## src/hdl/rabin_encrypt_decrypt_engine_macros.svh

```systemverilog
// Assertion macros shared by the Rabin engine RTL.
`ifndef RABIN_ENCRYPT_DECRYPT_ENGINE_MACROS_SVH
`define RABIN_ENCRYPT_DECRYPT_ENGINE_MACROS_SVH

`ifndef SYNTHESIS
// Property must hold at every clock edge outside reset.
`define REDE_ASSERT(label, prop) \
	label: assert property (@(posedge clk) disable iff (!arst_n) prop) \
		else $error("rede assertion failed");
// Expression must never be true outside reset.
`define REDE_NEVER(label, expr) \
	label: assert property (@(posedge clk) disable iff (!arst_n) !(expr)) \
		else $error("rede forbidden condition");
`else
`define REDE_ASSERT(label, prop)
`define REDE_NEVER(label, expr)
`endif

`endif

```

## src/hdl/rede_pkg.sv

```systemverilog
`timescale 1ns / 1ps
package rede_pkg;
	localparam int MOD_BITS  = 64;
	localparam int HALF_BITS = MOD_BITS / 2;
	localparam int COEF_W    = HALF_BITS + 2;
	localparam int CNT_W     = $clog2(MOD_BITS);
	localparam int HCNT_W    = $clog2(HALF_BITS);
	localparam int ADDR_W    = 5;

	localparam logic [MOD_BITS-1:0] CHECK_MASK = MOD_BITS'(32'h0000_AAAA);

	localparam logic CMD_ENCRYPT = 1'b0;
	localparam logic CMD_DECRYPT = 1'b1;

	localparam logic [1:0] REG_MODULUS = 2'd0;
	localparam logic [1:0] REG_PRIME_P = 2'd1;
	localparam logic [1:0] REG_PRIME_Q = 2'd2;

	typedef struct packed {
		logic                start;
		logic [MOD_BITS-1:0] a;
		logic [MOD_BITS-1:0] b;
		logic [MOD_BITS-1:0] m;
	} mm_req_t;

	typedef struct packed {
		logic                 start;
		logic [HALF_BITS-1:0] dividend;
		logic [HALF_BITS-1:0] divisor;
	} div_req_t;
endpackage

```

## src/hdl/rede_mulmod.sv

```systemverilog
`timescale 1ns / 1ps
// a*b mod m, one bit of b per cycle, MSB first. Requires a < m; m <= 1 gives 0.
module rede_mulmod import rede_pkg::*; (
	input  logic                clk,
	input  logic                arst_n,
	input  mm_req_t             req,
	output logic                done,
	output logic [MOD_BITS-1:0] result
);
	logic                busy_q;
	logic                done_q;
	logic [CNT_W-1:0]    cnt_q;
	logic [MOD_BITS-1:0] acc_q;
	logic [MOD_BITS-1:0] a_q;
	logic [MOD_BITS-1:0] b_q;
	logic [MOD_BITS-1:0] m_q;
	logic [MOD_BITS:0]   dbl, dbl_r, sum, sum_r;
	logic [MOD_BITS-1:0] acc_next;

	always_comb begin
		dbl      = {acc_q, 1'b0};
		dbl_r    = (dbl >= {1'b0, m_q}) ? dbl - {1'b0, m_q} : dbl;
		sum      = dbl_r + {1'b0, a_q};
		sum_r    = (sum >= {1'b0, m_q}) ? sum - {1'b0, m_q} : sum;
		acc_next = b_q[MOD_BITS-1] ? sum_r[MOD_BITS-1:0] : dbl_r[MOD_BITS-1:0];
	end

	always_ff @(posedge clk or negedge arst_n) begin
		if (!arst_n) begin
			busy_q <= 1'b0;
			done_q <= 1'b0;
			cnt_q  <= '0;
		end else begin
			done_q <= 1'b0;
			if (req.start) begin
				if (req.m[MOD_BITS-1:1] == '0) begin
					done_q <= 1'b1;
				end else begin
					busy_q <= 1'b1;
				end
				cnt_q <= CNT_W'(MOD_BITS - 1);
			end else if (busy_q) begin
				cnt_q <= cnt_q - 1'b1;
				if (cnt_q == '0) begin
					busy_q <= 1'b0;
					done_q <= 1'b1;
				end
			end
		end
	end

	always_ff @(posedge clk) begin
		if (req.start) begin
			acc_q <= '0;
			a_q   <= req.a;
			b_q   <= req.b;
			m_q   <= req.m;
		end else if (busy_q) begin
			acc_q <= acc_next;
			b_q   <= {b_q[MOD_BITS-2:0], 1'b0};
		end
	end

	assign done   = done_q;
	assign result = acc_q;
endmodule

```

## config.mk

```make
export PLATFORM = sky130hd
export DESIGN_NAME = rede_mulmod
export DESIGN_NICKNAME = d
export VERILOG_FILES = /design/src/hdl/rabin_encrypt_decrypt_engine_macros.svh /design/src/hdl/rede_pkg.sv /design/src/hdl/rede_mulmod.sv
export SDC_FILE = /design/constraint.sdc
export NUM_CORES = 1
export LEC_CHECK = 0
export ABC_AREA = 1
export BUFFER_PORTS_ARGS = -buffer_cell sky130_fd_sc_hd__buf_2
export CORE_MARGIN = 2
export CORE_UTILIZATION = 41
export DETAILED_ROUTE_END_ITERATION = 7
export PLACE_DENSITY = 0.64
export SKIP_CTS_REPAIR_TIMING = 1
export SKIP_LAST_GASP = 1
export SLEW_MARGIN = 10
export SYNTH_ARGS = -nofsm -noshare
export SYNTH_HDL_FRONTEND = slang
export SYNTH_SLANG_ARGS = --single-unit
```

## constraint.sdc

```tcl
create_clock -name clk -period 7 [get_ports clk]
set_input_delay 0.7 -clock clk [delete_from_list [all_inputs] [get_ports clk]]
set_output_delay 0.7 -clock clk [all_outputs]
set_load 0.01 [all_outputs]
```

== Word level (Yosys, flattened, before mapping) ==
Cells that the tools add are included.

* Add/sub/neg operators: 4
* Order comparisons: 2
* Eq/ne operators: 1
* Muxes and demuxes: 15
* Reductions and logical operators: 3

{| class="wikitable"
|+ Operators by type and width
! kind !! count
|-
| two-way mux 64 bit || 4
|-
| >= comparator 65 x 64 -> 1 bit || 2
|-
| adder 65 x 64 -> 65 bit || 1
|-
| two-way mux 65 bit || 1
|-
| subtractor 65 x 64 -> 65 bit || 1
|-
| subtractor 64 bit || 1
|-
| logical NOT 63 bit || 1
|-
| two-way mux 6 bit || 2
|-
| two-way mux 1 bit || 8
|-
| logical NOT 6 bit || 1
|-
| subtractor 6 x 1 -> 6 bit, second input constant || 1
|-
| != test 2 bit, second input constant || 1
|-
| nonzero test 2 bit || 1
|}

* Flip-flop bits (word level): 264
* Logic and storage cells: 32

== Longest topological paths before layout ==
* Depth in word-level cells: 6
* Depth in mapped cells: 52
* Depth with buffers taken out: 50

== Least setup slack after synthesis ==
Ideal clock, no wire load.

* Path kind: register to register
* Start point: register acc_q[40] (netlist: result[40])
* End point: register acc_q[26] (netlist: result[26])
* Arrival time: 5.493 ns
* Cell stages (with the launch flop): 44
* Path slack: 1.440 ns
* Period minus slack after synthesis: 5.560 ns
* Library setup time: 0.066 ns
* Data required time: 6.934 ns
* Cell sequence: dfxtp_1 -> ha_1 -> nand2_1 -> inv_2 -> nand2_2 -> nor2_2 -> inv_2 -> nor4_4 -> nand2_4 -> nand2_8 -> inv_2 -> buf_6 -> buf_6 -> nor2_1 -> ha_1 -> inv_1 -> fa_1 -> inv_1 -> [8 not listed] -> nand3_1 -> nand2_1 -> nand2_1 -> nand2_1 -> inv_1 -> ha_1 -> inv_1 -> nor3_1 -> nand2_1 -> nor4_1 -> nand2_1 -> nand2_1 -> nand2_2 -> buf_4 -> buf_2 -> nand4_1 -> nand3_1 -> a21oi_2

* Longest elaborated chain between the ends: 6
* Elaborated cells between the ends (all ways): 8
* Classes of those cells: add/sub (3); order compare (2); mux (3)

{| class="wikitable"
|+ Ends and longest elaborated chain
! item !! RTL line !! RTL
|-
| start, declared || rede_mulmod.sv:13 || <nowiki>logic [MOD_BITS-1:0] acc_q;</nowiki>
|-
| start signal, assigned || rede_mulmod.sv:59 || <nowiki>acc_q <= acc_next;</nowiki>
|-
| subtractor 65 x 64 -> 65 bit / >= comparator 65 x 64 -> 1 bit (equally long branches) || rede_mulmod.sv:22 || <nowiki>dbl_r = (dbl >= {1'b0, m_q}) ? dbl - {1'b0, m_q} : dbl;</nowiki>
|-
| two-way mux 65 bit * || rede_mulmod.sv:22 ||
|-
| adder 65 x 64 -> 65 bit || rede_mulmod.sv:23 || <nowiki>sum = dbl_r + {1'b0, a_q};</nowiki>
|-
| >= comparator 65 x 64 -> 1 bit / subtractor 64 bit (equally long branches) || rede_mulmod.sv:24 || <nowiki>sum_r = (sum >= {1'b0, m_q}) ? sum - {1'b0, m_q} : sum;</nowiki>
|-
| two-way mux 64 bit || rede_mulmod.sv:24 ||
|-
| two-way mux 64 bit * || rede_mulmod.sv:25 || <nowiki>acc_next = b_q[MOD_BITS-1] ? sum_r[MOD_BITS-1:0] : dbl_r[MOD_BITS-1:0];</nowiki>
|}

Every way passes the cells marked *; elsewhere a longest branch is shown, timed or not.
A chain may end at the register's enable or synchronous reset.

== Final worst setup path ==
* Start point: register m_q[58]
* End point: register acc_q[32] (netlist: result[32])

* Longest elaborated chain between the ends: 6
* Elaborated cells between the ends (all ways): 8
* Classes of those cells: add/sub (3); order compare (2); mux (3)

{| class="wikitable"
|+ Ends and longest elaborated chain
! item !! RTL line !! RTL
|-
| start, declared || rede_mulmod.sv:16 || <nowiki>logic [MOD_BITS-1:0] m_q;</nowiki>
|-
| start signal, assigned || rede_mulmod.sv:57 || <nowiki>m_q <= req.m;</nowiki>
|-
| subtractor 65 x 64 -> 65 bit / >= comparator 65 x 64 -> 1 bit (equally long branches) || rede_mulmod.sv:22 ||
|-
| two-way mux 65 bit || rede_mulmod.sv:22 ||
|-
| adder 65 x 64 -> 65 bit || rede_mulmod.sv:23 ||
|-
| >= comparator 65 x 64 -> 1 bit / subtractor 64 bit (equally long branches) || rede_mulmod.sv:24 ||
|-
| two-way mux 64 bit || rede_mulmod.sv:24 ||
|-
| two-way mux 64 bit * || rede_mulmod.sv:25 ||
|}

Marked as above.

==> run_results.csv <==
group,metric,value,unit
clock_network,clkSinkCount,264,
placed_design,dpl_cell_area,35100,µm²
finish,syn2layout_area_growth,44.3,%
finish,regArea,7250,µm²
global_route,grt_antenna_before_repair,6,
synthesis,synthesis.nets,4619,
setup_path,crit_path_end,"result[32]",
route,met3WireLength,16600,µm
route,drt-met1-wl,53000,µm
finish,multi_input_area,19000,µm²
setup_path,reg2reg_to,"result[32]",
die,coreArea,65500,µm²
route,drt_iter0_drc,3894,
setup_path,r2r_start,"m_q[58]",
clock_network,clk_pin_slew,70,ps
setup_path,slowest_stage,"ha_1",
die,die_y,261,µm
route,vias_per_cell,5.53,
finish,design_area,39000,µm²
synthesis,synthArstFlopShare,0.0303,
timing,finClkSkew,34.3,ps
setup_path,rr_worst_depth,41,
setup_path,endpoint_kind,"register",
timing,slew_headroom,0.270,
die,chipWidth,261,µm
setup_path,crit_fanout,24,
timing,finalCritPeriodShare,0.971,
synthesis,synth_top_cells_by_count,"1,172 x nand2_1, 679 x inv_1, 396 x nor2_1, 341 x a21oi_1, 266 x o21ai_0",
flow_run,drv_cap,0,
synthesis,synth_most_common_cell,"nand2_1",
global_route,first_global_vias,31400,
placed_design,hpwl,109000,µm
global_route,grt_overflow,0,
finish,drive_above_1_share,0.315,
timing,worst_pin_slew,1090,ps
setup_path,crit_top_cell,"nand2_1",
setup_path,cp-start-kind,"register",
setup_path,cp.arrival,7250,ps
synthesis,yosysSeqAreaShare,0.268,
timing,finalSetupViolCount,0,
global_route,grt_max_degree,89,
route,drt-total-wl,134000,µm
synthesis,synth_area_leaders,"edfxtp_1 21%, nand2_1 16%, inv_1 9.4%",
synthesis,synth_edf_count,192,
finish,final_nets,5662,
status,outcome,"finished clean",
clock_network,htreeDepth,2,
setup_path,required,7460,ps
synthesis,synth.distinct_cells,55,
route,wl_per_cell,21.7,µm
clock_network,cts_made_buffers,35,
route,remaining_drc_errors,0,
clock_network,cts_tree,"built",
placed_design,routabilityCongestion,1.14,
route,detail_route.first_pass.iterations,7,
route,ant_nets,0,
clock_network,clk_latency,590,ps
setup_path,crit_start,"m_q[58]",
timing,rsz0062_at_grt,"yes",
timing,maxSlewViolCount,0,
placed_design,io_buffers,259,
synthesis,synth_warnings,0,
die,ioPinCount,260,
finish,final_cells,6162,
route,top_layer,"met5",
timing,timing.fmax,147,MHz
die,start_util,0.413,
synthesis,syn_area,27100,µm²
timing,hold_viol_final,0,
route,via_count,34100,
synthesis,ys.flop_type,"edfxtp_1",
finish,nFillCells,6128,
hold_path,hp-class,"in2reg",
synthesis,synthCells,4227,
clock_network,clock-root-buffer,"clkbuf_16",
die,die_area,68100,µm²
die,rows,94,
synthesis,ys_seq_elements,264,
synthesis,synth.avg_cell_area,6.40,µm²
setup_path,cpPeakStageDelay,380,ps
synthesis,netlist.area_leader.share,0.213,
global_route,grt_pass1_wl,188000,µm
hold_path,holdCritStartpoint,"req[153]",
global_route,globalRouteTotalUtil,0.372,
clock_network,cts_buffer_depth,3,
timing,fin_crit,6790,ps
route,route.met2.wl,56300,µm
synthesis,yosysTopAreaCell,"edfxtp_1",
setup_path,criticalPathCategory,"reg2reg",
setup_path,reg2reg_slack,210,ps
placed_design,placed_cells,6061,
-- sequential cells by signal, summed over array words and instances (netlist names) --
signal	flops
done	1
m_q	64
b_q	64
cnt_q	6
a_q	64
busy_q	1
result	64
-- per-stage QoR --
| step | util | worst slack, ps | hold WS (ps) | TNS [ps] |
|---|---|---|---|---|
| after global routing | 0.596 | -120 | 286 | -3010 |
| after floorplan | - | 1440 | 404 | 0 |
| after detailed placement | 0.536 | -348 | 498 | -19450 |
| final | 0.596 | 205 | 292 | 0 |
| after CTS | 0.554 | -416 | -60.5 | -23170 |
| after global placement | 0.536 | -367 | 490 | -21480 |
-- layout make-up --
class	count	share of cell area
Antenna cell	1	0.0000641
Clock buffer	44	0.0241
Clock inverter	20	0.00561
Inverter	692	0.0668
Multi-Input combinational cell	3178	0.487
Sequential cell	264	0.186
Tap cell	864	0.0277
Timing Repair Buffer	1099	0.203
-- worst min-delay path by stage --
stage          depth (start not counted)      end  slack, ps
6_report                               1  a_q[25]        290
5_1_grt                                1   a_q[1]        290
4_1_cts                                1     done        -60
3_5_place_dp                           2  b_q[14]        500
3_3_place_gp                           2   b_q[2]        490
2_1_floorplan                          0   busy_q        400
-- cell families (layout without fill, tap and decap cells) --
group	count (synthesis)	after routing	share of synthesized area
AND/OR/NAND/NOR	2098	2098	0.332
flip-flops	264	264	0.268
adder cells (fa/ha/maj)	197	197	0.0919
buffers and inverters	785	1855	0.114
AO/OA/AOI/OAI	755	755	0.153
other	0	1	0
XOR/XNOR	128	128	0.0414
-- layer usage --
layer	global-route usage	vias up
met4	0.163	10
met1	0.512	15700
li1	-	15900
met3	0.0746	391
met5	0	-
met2	0.562	2076
-- critical path, delay by kind of cell, from the launching register on --
kind / cells / cell delay [ps]
simple gates: 19 / 2480
flops: 1 / 360
buf+inv: 11 / 1380
compound gates: 8 / 1460
fa+ha+maj: 3 / 980
-- placed cells by master (no fill, tap or decap), types with 39 or more instances in the layout --
| cell | instances |
|---|---|
| inv_1 | 649 |
| xor2_1 | 74 |
| ha_4 | 71 |
| xnor2_1 | 39 |
| nand2_2 | 79 |
| nand4_1 | 92 |
| nand3_1 | 226 |
| edfxtp_1 | 192 |
| dfxtp_1 | 64 |
| nand2_1 | 1097 |
| ha_1 | 110 |
| a21oi_1 | 271 |
| o21bai_1 | 45 |
| o21ai_0 | 215 |
| nor2_2 | 63 |
| a21oi_2 | 75 |
| buf_4 | 815 |
| clkbuf_16 | 41 |
| buf_2 | 258 |
| nor2_1 | 327 |
| o21ai_1 | 41 |
Power is not shown: default switching activity piles up to over one toggle a cycle in this logic, so the estimate is an artifact.
