--- config.mk ---
export PLATFORM = sky130hd
export DESIGN_NAME = rede_div
export DESIGN_NICKNAME = d
export VERILOG_FILES = /design/src/hdl/rabin_encrypt_decrypt_engine_macros.svh /design/src/hdl/rede_pkg.sv /design/src/hdl/rede_div.sv
export SDC_FILE = /design/constraint.sdc
export NUM_CORES = 1
export LEC_CHECK = 0
export ABC_AREA = 1
export BUFFER_PORTS_ARGS = -buffer_cell sky130_fd_sc_hd__buf_4
export CORE_UTILIZATION = 35
export CTS_CLUSTER_DIAMETER = 150
export DETAILED_ROUTE_END_ITERATION = 10
export RECOVER_POWER = 25
export SYNTH_ARGS = -nofsm -noshare
export SYNTH_HDL_FRONTEND = slang
export SYNTH_SLANG_ARGS = --single-unit
--- constraint.sdc ---
create_clock -name clk -period 4.8 [get_ports clk]
set_clock_uncertainty 0.15 [all_clocks]
set_input_delay 0.24 -clock clk [delete_from_list [all_inputs] [get_ports clk]]
set_output_delay 0.24 -clock clk [all_outputs]
set_load 0.02 [all_outputs]
--- src/hdl/rabin_encrypt_decrypt_engine_macros.svh ---
// Assertion macros shared by the Rabin engine RTL.
`ifndef RABIN_ENCRYPT_DECRYPT_ENGINE_MACROS_SVH
`define RABIN_ENCRYPT_DECRYPT_ENGINE_MACROS_SVH

`ifndef SYNTHESIS
// Property must hold at every clock edge outside reset.
`define REDE_ASSERT(label, prop) \
	label: assert property (@(posedge clk) disable iff (!arst_n) prop) \
		else $error("rede assertion failed");
// Expression must never be true outside reset.
`define REDE_NEVER(label, expr) \
	label: assert property (@(posedge clk) disable iff (!arst_n) !(expr)) \
		else $error("rede forbidden condition");
`else
`define REDE_ASSERT(label, prop)
`define REDE_NEVER(label, expr)
`endif

`endif

--- src/hdl/rede_pkg.sv ---
`timescale 1ns / 1ps
package rede_pkg;
	localparam int MOD_BITS  = 64;
	localparam int HALF_BITS = MOD_BITS / 2;
	localparam int COEF_W    = HALF_BITS + 2;
	localparam int CNT_W     = $clog2(MOD_BITS);
	localparam int HCNT_W    = $clog2(HALF_BITS);
	localparam int ADDR_W    = 5;

	localparam logic [MOD_BITS-1:0] CHECK_MASK = MOD_BITS'(32'h0000_AAAA);

	localparam logic CMD_ENCRYPT = 1'b0;
	localparam logic CMD_DECRYPT = 1'b1;

	localparam logic [1:0] REG_MODULUS = 2'd0;
	localparam logic [1:0] REG_PRIME_P = 2'd1;
	localparam logic [1:0] REG_PRIME_Q = 2'd2;

	typedef struct packed {
		logic                start;
		logic [MOD_BITS-1:0] a;
		logic [MOD_BITS-1:0] b;
		logic [MOD_BITS-1:0] m;
	} mm_req_t;

	typedef struct packed {
		logic                 start;
		logic [HALF_BITS-1:0] dividend;
		logic [HALF_BITS-1:0] divisor;
	} div_req_t;
endpackage

--- src/hdl/rede_div.sv ---
`timescale 1ns / 1ps
// Restoring divider, one quotient bit per cycle.
module rede_div import rede_pkg::*; (
	input  logic                 clk,
	input  logic                 arst_n,
	input  div_req_t             req,
	output logic                 done,
	output logic [HALF_BITS-1:0] quotient,
	output logic [HALF_BITS-1:0] remainder
);
	logic                 busy_q;
	logic                 done_q;
	logic [HCNT_W-1:0]    cnt_q;
	logic [HALF_BITS-1:0] quo_q;
	logic [HALF_BITS-1:0] rem_q;
	logic [HALF_BITS-1:0] dsr_q;
	logic [HALF_BITS:0]   trial;
	logic                 fits;

	always_comb begin
		trial = {rem_q, quo_q[HALF_BITS-1]};
		fits  = (trial >= {1'b0, dsr_q});
	end

	always_ff @(posedge clk or negedge arst_n) begin
		if (!arst_n) begin
			busy_q <= 1'b0;
			done_q <= 1'b0;
			cnt_q  <= '0;
		end else begin
			done_q <= 1'b0;
			if (req.start) begin
				busy_q <= 1'b1;
				cnt_q  <= HCNT_W'(HALF_BITS - 1);
			end else if (busy_q) begin
				cnt_q <= cnt_q - 1'b1;
				if (cnt_q == '0) begin
					busy_q <= 1'b0;
					done_q <= 1'b1;
				end
			end
		end
	end

	always_ff @(posedge clk) begin
		if (req.start) begin
			quo_q <= req.dividend;
			rem_q <= '0;
			dsr_q <= req.divisor;
		end else if (busy_q) begin
			rem_q <= fits ? HALF_BITS'(trial - {1'b0, dsr_q}) : trial[HALF_BITS-1:0];
			quo_q <= {quo_q[HALF_BITS-2:0], fits};
		end
	end

	assign done      = done_q;
	assign quotient  = quo_q;
	assign remainder = rem_q;
endmodule

# Yosys cells after proc, flatten, opt, wreduce, memory -nomap -nowiden
# Cells that the tools add are included.
# word_totals
regBits	103
out_inout_bits	65
word_cells	22
# op_classes
add_sub_neg	2
magnitude_cmp	1
muxes	11
n_reduce_logical	2
# op_table
cell	n
$mux W32	3
$ge A33 B32 Y1	1
$sub A32 B32 Y32	1
$mux W5	2
$mux W1	6
$logic_not A5 Y1	1
$sub A5 B1 Y5 const B	1
$reduce_bool A2 Y1	1

# Depth between registers and ports, before layout
# Gate-level depths: netlist of the first run.
# logic_depth
ltp_word	4
mapped_depth	16

# Worst setup path before layout of the first run
# Ideal clock, no wire load.
# synth_timing
kind	reg-to-reg
start	register quo_q[31] (netlist: quotient[31])
end	register rem_q[16] (netlist: remainder[16])
setup_time_ns	0.059
arrival_ns	2.068
setup_slack_ns	2.523
stages_incl_launch_ff	14
period_less_slack_ns	2.277
path_cell_list	edfxtp_1 > inv_1 > ha_1 > inv_1 > fa_1 > nand3_1 > nand3_1 > a21oi_1 > nor2_1 > o21ai_0 > nand2_1 > nand2_1 > nand3_1 > nand2_1
# synth_between
elab_chain_cells	2
word_cells_on_any_way	3
classes_between	add/sub (1); order compare (1); mux (1)
# synth_rtl
element	line	source
start: declaration	rede_div.sv:14	logic [HALF_BITS-1:0] quo_q;
start signal: assignment	rede_div.sv:47	quo_q <= req.dividend;
start signal: assignment	rede_div.sv:52	quo_q <= {quo_q[HALF_BITS-2:0], fits};
$sub A32 B32 Y32 / $ge A33 B32 Y1 (equally long branches)	rede_div.sv:51, rede_div.sv:22	
$mux W32 *	rede_div.sv:51	rem_q <= fits ? HALF_BITS'(trial - {1'b0, dsr_q}) : trial[HALF_BITS-1:0];
end signal: assignment	rede_div.sv:51	
end: declaration	rede_div.sv:15	logic [HALF_BITS-1:0] rem_q;
# Every way passes the cells marked *; elsewhere a longest branch is shown, timed or not.
# A chain may end at the register's enable or synchronous reset.

# Worst setup path after layout of the first run
# layout_timing
start	register rem_q[5] (netlist: remainder[5])
end	register quo_q[0] (netlist: quotient[0]), data pin
# layout_between
elab_chain_cells	3
# layout_rtl
element	line	source
$ge A33 B32 Y1	rede_div.sv:22	fits = (trial >= {1'b0, dsr_q});
$mux W32	rede_div.sv:50	end else if (busy_q) begin
$mux W32	rede_div.sv:46	if (req.start) begin
# No other way between the ends. The select of a mux whose other input is x is not followed.

==> results.md, run 1 <==
Status:
- The run finished with clean final reports.

Critical path:
- STA classifies the critical path startpoint as a flip-flop.
- In this run the worst setup path begins at remainder[5]$_SDFFE_PP0P_.
- The critical register-to-register path endpoint is quotient[0]$_DFFE_PP_.
- The number of cells on the worst reg-to-reg path is 12.
- STA classifies the critical path endpoint as a flip-flop.
- The maximum fanout along the worst path is 19.
- The arrival time at the worst endpoint is roughly 2.9 ns.
- The startpoint identified for the worst register-to-register timing path is remainder[5]$_SDFFE_PP0P_.
- STA puts the critical path data required time at 4.75 ns.
- The critical path is of the flip-flop to flip-flop type.
- In this run the register-to-register setup slack is 1.89 ns.

Power and ir drop:
- The worst supply voltage drop on vdd is approximately 0.16 mV.
- The static leakage is 5.04 nW.
- The power density over cell area is 240 mW/mm^2.
- The part of the power in registers is 46.6%.
- Of the total power, combinational logic draws between 10% and 20%.
- The cell internal power dissipation is 1.57 mW.
- The power dissipated by switching net loads is roughly 0.64 mW.
- The portion of total power attributed to the clock network is 35.0%.
- The net switching fraction of the power is 29.0%.

Logic synthesis:
- The sequential area share after synthesis is 38.8%.
- The post-synthesis cell count is 1035.
- The number of distinct standard cells referenced by the synthesized netlist is 36.
- When the netlist entered floorplanning its net count stood at ~1.1k.
- Dividing the synthesized area by the synthesized cell count gives 6.82 sq um.
- The top cell type by area accounts for 27.2% of the synthesized area.
- By area the synthesized netlist is led by edfxtp_1 27%, nand2_1 24%, inv_1 11%, dfxtp_1 9.1%, ha_1 6.0%.
- The count of warnings emitted by yosys is 0.
- The flip-flop and latch count after synthesis is 103.
- Summing every instance area after synthesis gives 0.00706 sq mm.
- The library cell occupying the most area in the post-synthesis netlist is edfxtp_1.

Placed design:
- Port buffering added 131 buffers.
- The final RePlAce weighted congestion is 0.880.
- The number of cells in the design after placement is 1413.
- The worst setup slack before clock tree synthesis is around 1.9 ns.
- The total half-perimeter wirelength after legalization and detailed placement is 13.9 mm.

Global route:
- Entering global routing, the biggest net connects 71 pins.
- The wire length of the first global-routing pass is 30.9 mm.
- In the global route stage, overall resource usage came out at 19.2%.
- The initial antenna violation count is 0.
- The number of global-route vias before repair is roughly 6.3k.
- Summed over all layers, the global routing overflow is 0.

Drt:
- Dividing the detail-routed wire length by the instance count gives 12.7 um.
- For this block, the via count after detailed routing is 6608.
- The remaining design rule violation count is 0.
- The iteration-0 DRC count of the detailed router is 371.
- The count of nets left with antenna violations once routing finished came out at 0.
- The total length of routed wires is 19.0 mm.
- The first-pass iteration count of the detailed router is 5.
- In the routed layout, each cell is associated on average with a via count of between 4 and 5.

Clocking:
- In this run the clock root is driven by a clkbuf_16.
- The tree built by TritonCTS fans out to 103 sinks.
- The clock-pin slew of the registers on the worst-case setup and hold paths is 0.08 ns.
- In this run the number of H-tree levels came out at 3.
- Post-CTS repair changed the size of 0 cells.
- Clock latency on the worst-skew pair, taken at its later pin, is 0.37 ns.
- The number of buffers inserted during clock tree synthesis is 9.
- The CTS tree is built.
- In this run the deepest clock path goes through 2 buffers.

Final layout:
- Leaving out filler cells and counting taps, the final layout contains 1492.
- At the end of the flow the core is filled with cells to 47.0%.
- The post-route netlist has between 15 and 20% of its cells at a drive strength greater than 1.
- The layout-stage area growth over the synthesis result is 30.4%.
- The number of antenna cells inserted is 0.
- The net count of the finished layout is 1324.
- The library cell used most frequently in the layout, excluding fill and tap cells, is nand2_1.
- The library cells used most frequently in the layout, excluding fill and tap cells, are 443 x nand2_1, 200 x inv_1, 102 x buf_4.

Timing:
- The peak clock frequency supported by timing is 344 MHz.
- The portion of the clock cycle consumed by the worst path in the final layout is 60.6%.
- The transition time at the pin with the least slew margin is 0.984 ns.
- The final hold violation count was 0.
- Setup repair after global routing left no endpoint under its margin.
- The worst path setup slack after routing is 1.89 ns.
- The final-report max-slew violation count is 0.
- Setup violations remaining at the end of the flow were counted as 0.
- The relative max-transition margin is 34.3%.
- The total negative slack for setup checks is 0 ns.
- The worst path needs 2.91 ns of the cycle, external delays included.

Min path:
- The startpoint of the worst hold path is req[35].
- The number of instances on the worst hold path is 3.
- The worst hold path belongs to the class input pin to flip-flop.
- The hold path endpoint is quotient[3]$_DFFE_PP_.

Run:
- The tool flagged a number of max-cap violations equal to 0.

Floorplan:
- The initial core utilization is 36.0%.
- The number of primary I/O pins is 132.
- The total area inside the core boundary comes to 0.0196 sq mm.
- The die covers 0.0207 sq mm.
- The floorplan step set the die height to 144 um.
- The row count is 51.
- The width of the chip is 144 um.
## metrics by stage
stage	power (mW)	hold slack [ns]	instance area, sq um
final	2.21	0.0186	9210
after global routing	2.31	0.0181	9210
after CTS	2.24	0.0106	9210
after detailed placement	1.42	-0.0876	8270
after global placement	1.42	-0.0868	8270
after floorplan	1.27	-0.206	7060
## power groups by stage
| stage | Clock (mW) | Sequential [mW] | Combinational (mW) |
|---|---|---|---|
| 2_1_floorplan | 0 | 1.08 | 0.189 |
| 3_3_place_gp | 0 | 1.05 | 0.368 |
| 3_5_place_dp | 0 | 1.05 | 0.370 |
| 4_1_cts | 0.795 | 1.03 | 0.412 |
| 5_1_grt | 0.822 | 1.04 | 0.455 |
| 6_report | 0.773 | 1.03 | 0.408 |
## registers in the layout, summed over array words and instances, names as in the netlist
name	count
dsr_q	32
remainder	32
cnt_q	5
quotient	32
done	1
busy_q	1
## routing by layer
metal  wire, um  up-vias  GRT usage (%)
li1           -     3531              -
met1       8910     2912           24.4
met2       8790      152           32.2
met3       1050       13           4.77
met4        228        0           5.26
met5          0        -              0
## final cells by class
cell class	instances	area, sq um
clock buffer	10	239
clock inverter	6	72.6
fill	2009	10400
inverter	202	758
multi-input combinational	708	3430
sequential	103	2740
tap	265	332
timing repair buffer	198	1640
## how the worst max path moves through the flow
stage                                            end  slack, ns
after global placement         quotient[0]$_DFFE_PP_       1.91
after detailed placement            busy_q$_DFF_PN0_       1.90
after floorplan           remainder[16]$_SDFFE_PP0P_       2.52
after CTS                      quotient[0]$_DFFE_PP_       1.89
final                          quotient[0]$_DFFE_PP_       1.89
after global routing           quotient[0]$_DFFE_PP_       1.65
## logic make-up after synthesis
logic type / Yosys count / share of synthesized area [%]
xor gates and xnor gates: 14 / 1.74
and+or+nand+nor: 631 / 38.3
DFF: 103 / 38.8
adders and majority gates: 35 / 6.31
buffers and inverters: 224 / 12.7
AOI/OAI and AO/OA: 28 / 2.11
## Yosys cell counts, drive strengths merged
library cell / instances
nand2: 455
clkinv: 1
o21ai: 5
inv: 201
and2: 4
xnor2: 12
buf: 12
ha: 34
or3: 1
a21oi: 19
nor3: 11
dfxtp: 32
o211ai: 1
or2: 1
a21o: 1
nand4: 9
dfrtp: 7
edfxtp: 64
a22oi: 1
fa: 1
a31oi: 1
nand3: 90
nor2: 56
nand3b: 4
clkbuf: 10
xor2: 2
## worst max-delay path, stage by stage, from the launching register on
cell     delay [ns]
dfxtp_1        0.34
ha_1           0.37
nand2_1        0.15
inv_1          0.07
nand2_1        0.12
nor2_1         0.05
nand2_1        0.07
nor2_1         0.04
nand2_1        0.08
nand3_2        0.06
nor2_2         0.58
buf_4          0.43
a31oi_1        0.12
## what timing repair did
item | in CTS | in global routing
hold buffers | 63 | 0
buffers inserted | 0 | 0
hold endpoints to repair | 69 | 0
No activity file was read; power rests on OpenSTA's default activity.
==> run 2, diff against run 1 <==
==> constraint.sdc (replaced) <==
create_clock -name clk -period 2.9 [get_ports clk]
set_clock_uncertainty 0.15 [all_clocks]
set_input_delay 0.145 -clock clk [delete_from_list [all_inputs] [get_ports clk]]
set_output_delay 0.145 -clock clk [all_outputs]
set_load 0.02 [all_outputs]
==> results.md, run 2 (synthesis results as in run 1) <==
Final layout:
- The share of cells above drive strength 1 is 15.6% (-0.17 points).
- The number of antenna cells inserted is 0 (unchanged).
- The final design instance area without fill is 0.00927 sq mm (+0.64%).
- The combined area of the multi-input logic cells came to 0.00343 sq mm (about the same).
- The net count of the finished layout was 1331 (+0.53%).
- The top cell types in the final layout, fill and taps aside, are 443 x nand2_1, 200 x inv_1, 101 x buf_4.
- The layout-stage area growth over the synthesis result is 31.3%.
- Leaving out fill and tap cells, the most frequent cell in the layout is nand2_1.
- The area occupied by registers is 0.00274 sq mm (unchanged).
- The count of fill cells added during filler insertion is 1981 (-1.4%).

Clocking:
- The number of gates given a new drive strength after cts is 0 (unchanged).
- The clock tree buffer depth came to 2 (unchanged).
- The buffer count from post-CTS setup fixing is 0 (unchanged).
- The insertion delay to the later sink of the worst-skew pair is 0.37 ns (about the same).
- The number of buffers inserted during clock tree synthesis is 9 (unchanged).
- The H-tree depth is 3 (unchanged).
- The CTS tree is built.
- Clock tree synthesis selected as its root buffer the cell clkbuf_16.
- The clock sink total came to 103 (unchanged).
- The clock-pin slew of the registers on the worst-case setup and hold paths is 0.08 ns (about the same).
- The number of hold buffers added after CTS is 66 (+4.8%).

Timing:
- The final-report max-slew violation count is 0 (unchanged).
- The transition time at the pin with the least slew margin was 1.45 ns (+0.469 ns).
- The number of setup violations in the final report was 0 (unchanged).
- The final hold violation count is 0 (unchanged).
- The post-layout minimum cycle time is 2.59 ns (-0.318 ns).
- The peak clock frequency supported by timing came to 386 MHz (+12%).
- The relative max-transition margin is 3.15% (-31 points).
- Setup repair after global routing left no endpoint under its margin.
- The total negative slack for setup checks came to 0 ns (unchanged).
- The portion of the clock cycle consumed by the worst path in the final layout is 89.4% (+29 points).

Global route:
- The number of global-route vias before repair came to 6561 (+3.9%).
- The overall overflow remaining after global route is 0 (unchanged).
- The maximum number of pins on one net before global-route repair came to 49 (-31%).
- The initial antenna violation count was 0 (unchanged).
- The wire length of the first global-routing pass is 32.3 mm (+4.4%).
- The aggregate global-route resource usage is 20.1% (+0.91 points).

Floorplan:
- The initial core utilization is 36.0% (unchanged).
- The width of the chip was 144 um (unchanged).
- The row count is 51 (unchanged).
- The area of the core was 0.0196 sq mm (unchanged).
- The y dimension of the die is 144 um (unchanged).
- The die area is 0.0207 sq mm (unchanged).
- The number of primary I/O pins is 132 (unchanged).

Drt:
- The routed wire length per instance came to 13.1 um (+2.7%).
- The vias after detailed routing is 6736 (+1.9%).
- The post-route antenna net violation count is 0 (unchanged).
- The detail-routed via count per cell is 4.49 (+1.5%).
- The total length of routed wires was 19.6 mm (+3.2%).
- The remaining design rule violation count came to 0 (unchanged).
- The first-pass iteration count of the detailed router is 5 (unchanged).
- The iteration-0 DRC count of the detailed router is 349 (-5.9%).

Critical path:
- The worst setup path is of the flip-flop to flip-flop kind.
- The arrival time at the worst endpoint is 2.75 ns (-0.11 ns).
- The critical path required time was 3.06 ns (-1.69 ns).
- The type of destination of the critical path is a flip-flop.
- The maximum fanout along the worst path is 4 (-15).
- The critical path launch point type is a flip-flop.

Power and ir drop:
- The worst supply voltage drop on vdd was 0.267 mV (+66%).
- The static leakage is 5.06 nW (+0.44%).
- The power density over cell area is 405 mW/mm^2 (+69%).

Placed design:
- The count of port buffers added during placement is 131 (unchanged).
- The placed instance area was 0.00830 sq mm (+0.42%).
- The total half-perimeter wirelength after legalization and detailed placement is 14.5 mm (+3.9%).
- The final RePlAce weighted congestion is 0.914 (+3.9%).

Status:
- The run finished with clean final reports.

Run:
- The number of violations of the max-capacitance limit was 0 (unchanged).

Min path:
- The path type of the worst min-delay path is input pin to flip-flop.
run 2: cell types whose count changed in the layout (fill, tap and decap cells not counted):
cell	before	now
nor2_2	10	8
clkinv_4	0	1
inv_6	2	1
clkinv_8	2	1
clkbuf_1	1	5
buf_4	102	101
nor2_1	44	45
dlygate4sd3_1	63	66
nor2_4	2	3
clkbuf_4	32	33
clkbuf_8	1	0
inv_8	2	3
bufinv_16	0	1
run 2: layer usage:
metal  global-route usage (%)  wire (um)  up-vias
met5                        0          0        -
met1                     25.7       9030     3005
met3                     4.34       1200       19
met4                     6.44        292        0
li1                         -          -     3548
met2                     33.6       9070      164
run 2: worst max-delay path: stages (launching register included):
cell	delay (ns)
edfxtp_1	0.39
inv_1	0.10
ha_1	0.15
inv_1	0.09
fa_1	0.44
nand3_1	0.11
nand3_1	0.18
nand3_1	0.13
nand3_1	0.21
nand2_1	0.16
nand2_1	0.06
nand2_1	0.06
nand2_1	0.05
nand2_1	0.10
nand3_1	0.08
nand2_1	0.08
run 2: where the power goes:
group / total (mW) / leakage [nW] / switching (mW) / internal (mW)
clock network: 1.36 / 0.159 / 0.662 / 0.702
registers: 1.70 / 0.994 / 0.0476 / 1.66
logic: 0.689 / 3.91 / 0.384 / 0.305
run 2: through the flow:
| stage | total power, mW | hold WS [ns] | std cells | worst slack, ns | utilization, % |
|---|---|---|---|---|---|
| 2_1_floorplan | 2.10 | -0.301 | 1035 | 0.623 | - |
| 3_3_place_gp | 2.35 | -0.183 | 1417 | 0.332 | 42.4 |
| 4_1_cts | 3.80 | 0.155 | 1499 | 0.316 | 47.4 |
| 6_report | 3.76 | 0.157 | 1499 | 0.308 | 47.3 |
| 3_5_place_dp | 2.36 | -0.180 | 1417 | 0.342 | 42.4 |
| 5_1_grt | 3.94 | 0.175 | 1499 | 0.108 | 47.3 |
run 2: final cells by class:
| type | instances | share of cell area (%) |
|---|---|---|
| multi-input combinational | 708 | 37.0 |
| sequential | 103 | 29.5 |
| clock buffer | 9 | 2.43 |
| clock inverter | 7 | 1.05 |
| timing repair buffer | 205 | 18.2 |
| inverter | 202 | 8.18 |
| tap | 265 | 3.58 |
run 2: path summary, 6_finish.rpt:
kind | endpoint | slack (ns) | cells past startpoint | from
setup / recovery | remainder[28]$_SDFFE_PP0P_ | 0.31 | 15 | quotient[31]$_DFFE_PP_
hold / removal | dsr_q[2]$_DFFE_PP_ | 0.16 | 1 | req[64]
hold reg to reg | remainder[31]$_SDFFE_PP0P_ | 0.32 | 2 | remainder[31]$_SDFFE_PP0P_
max in group asynchronous | cnt_q[0]$_DFFE_PN0P_ | 1.71 | 3 | arst_n
min in group asynchronous | cnt_q[4]$_DFFE_PN0P_ | 0.63 | 3 | arst_n
setup reg to reg | remainder[28]$_SDFFE_PP0P_ | 0.31 | 15 | quotient[31]$_DFFE_PP_
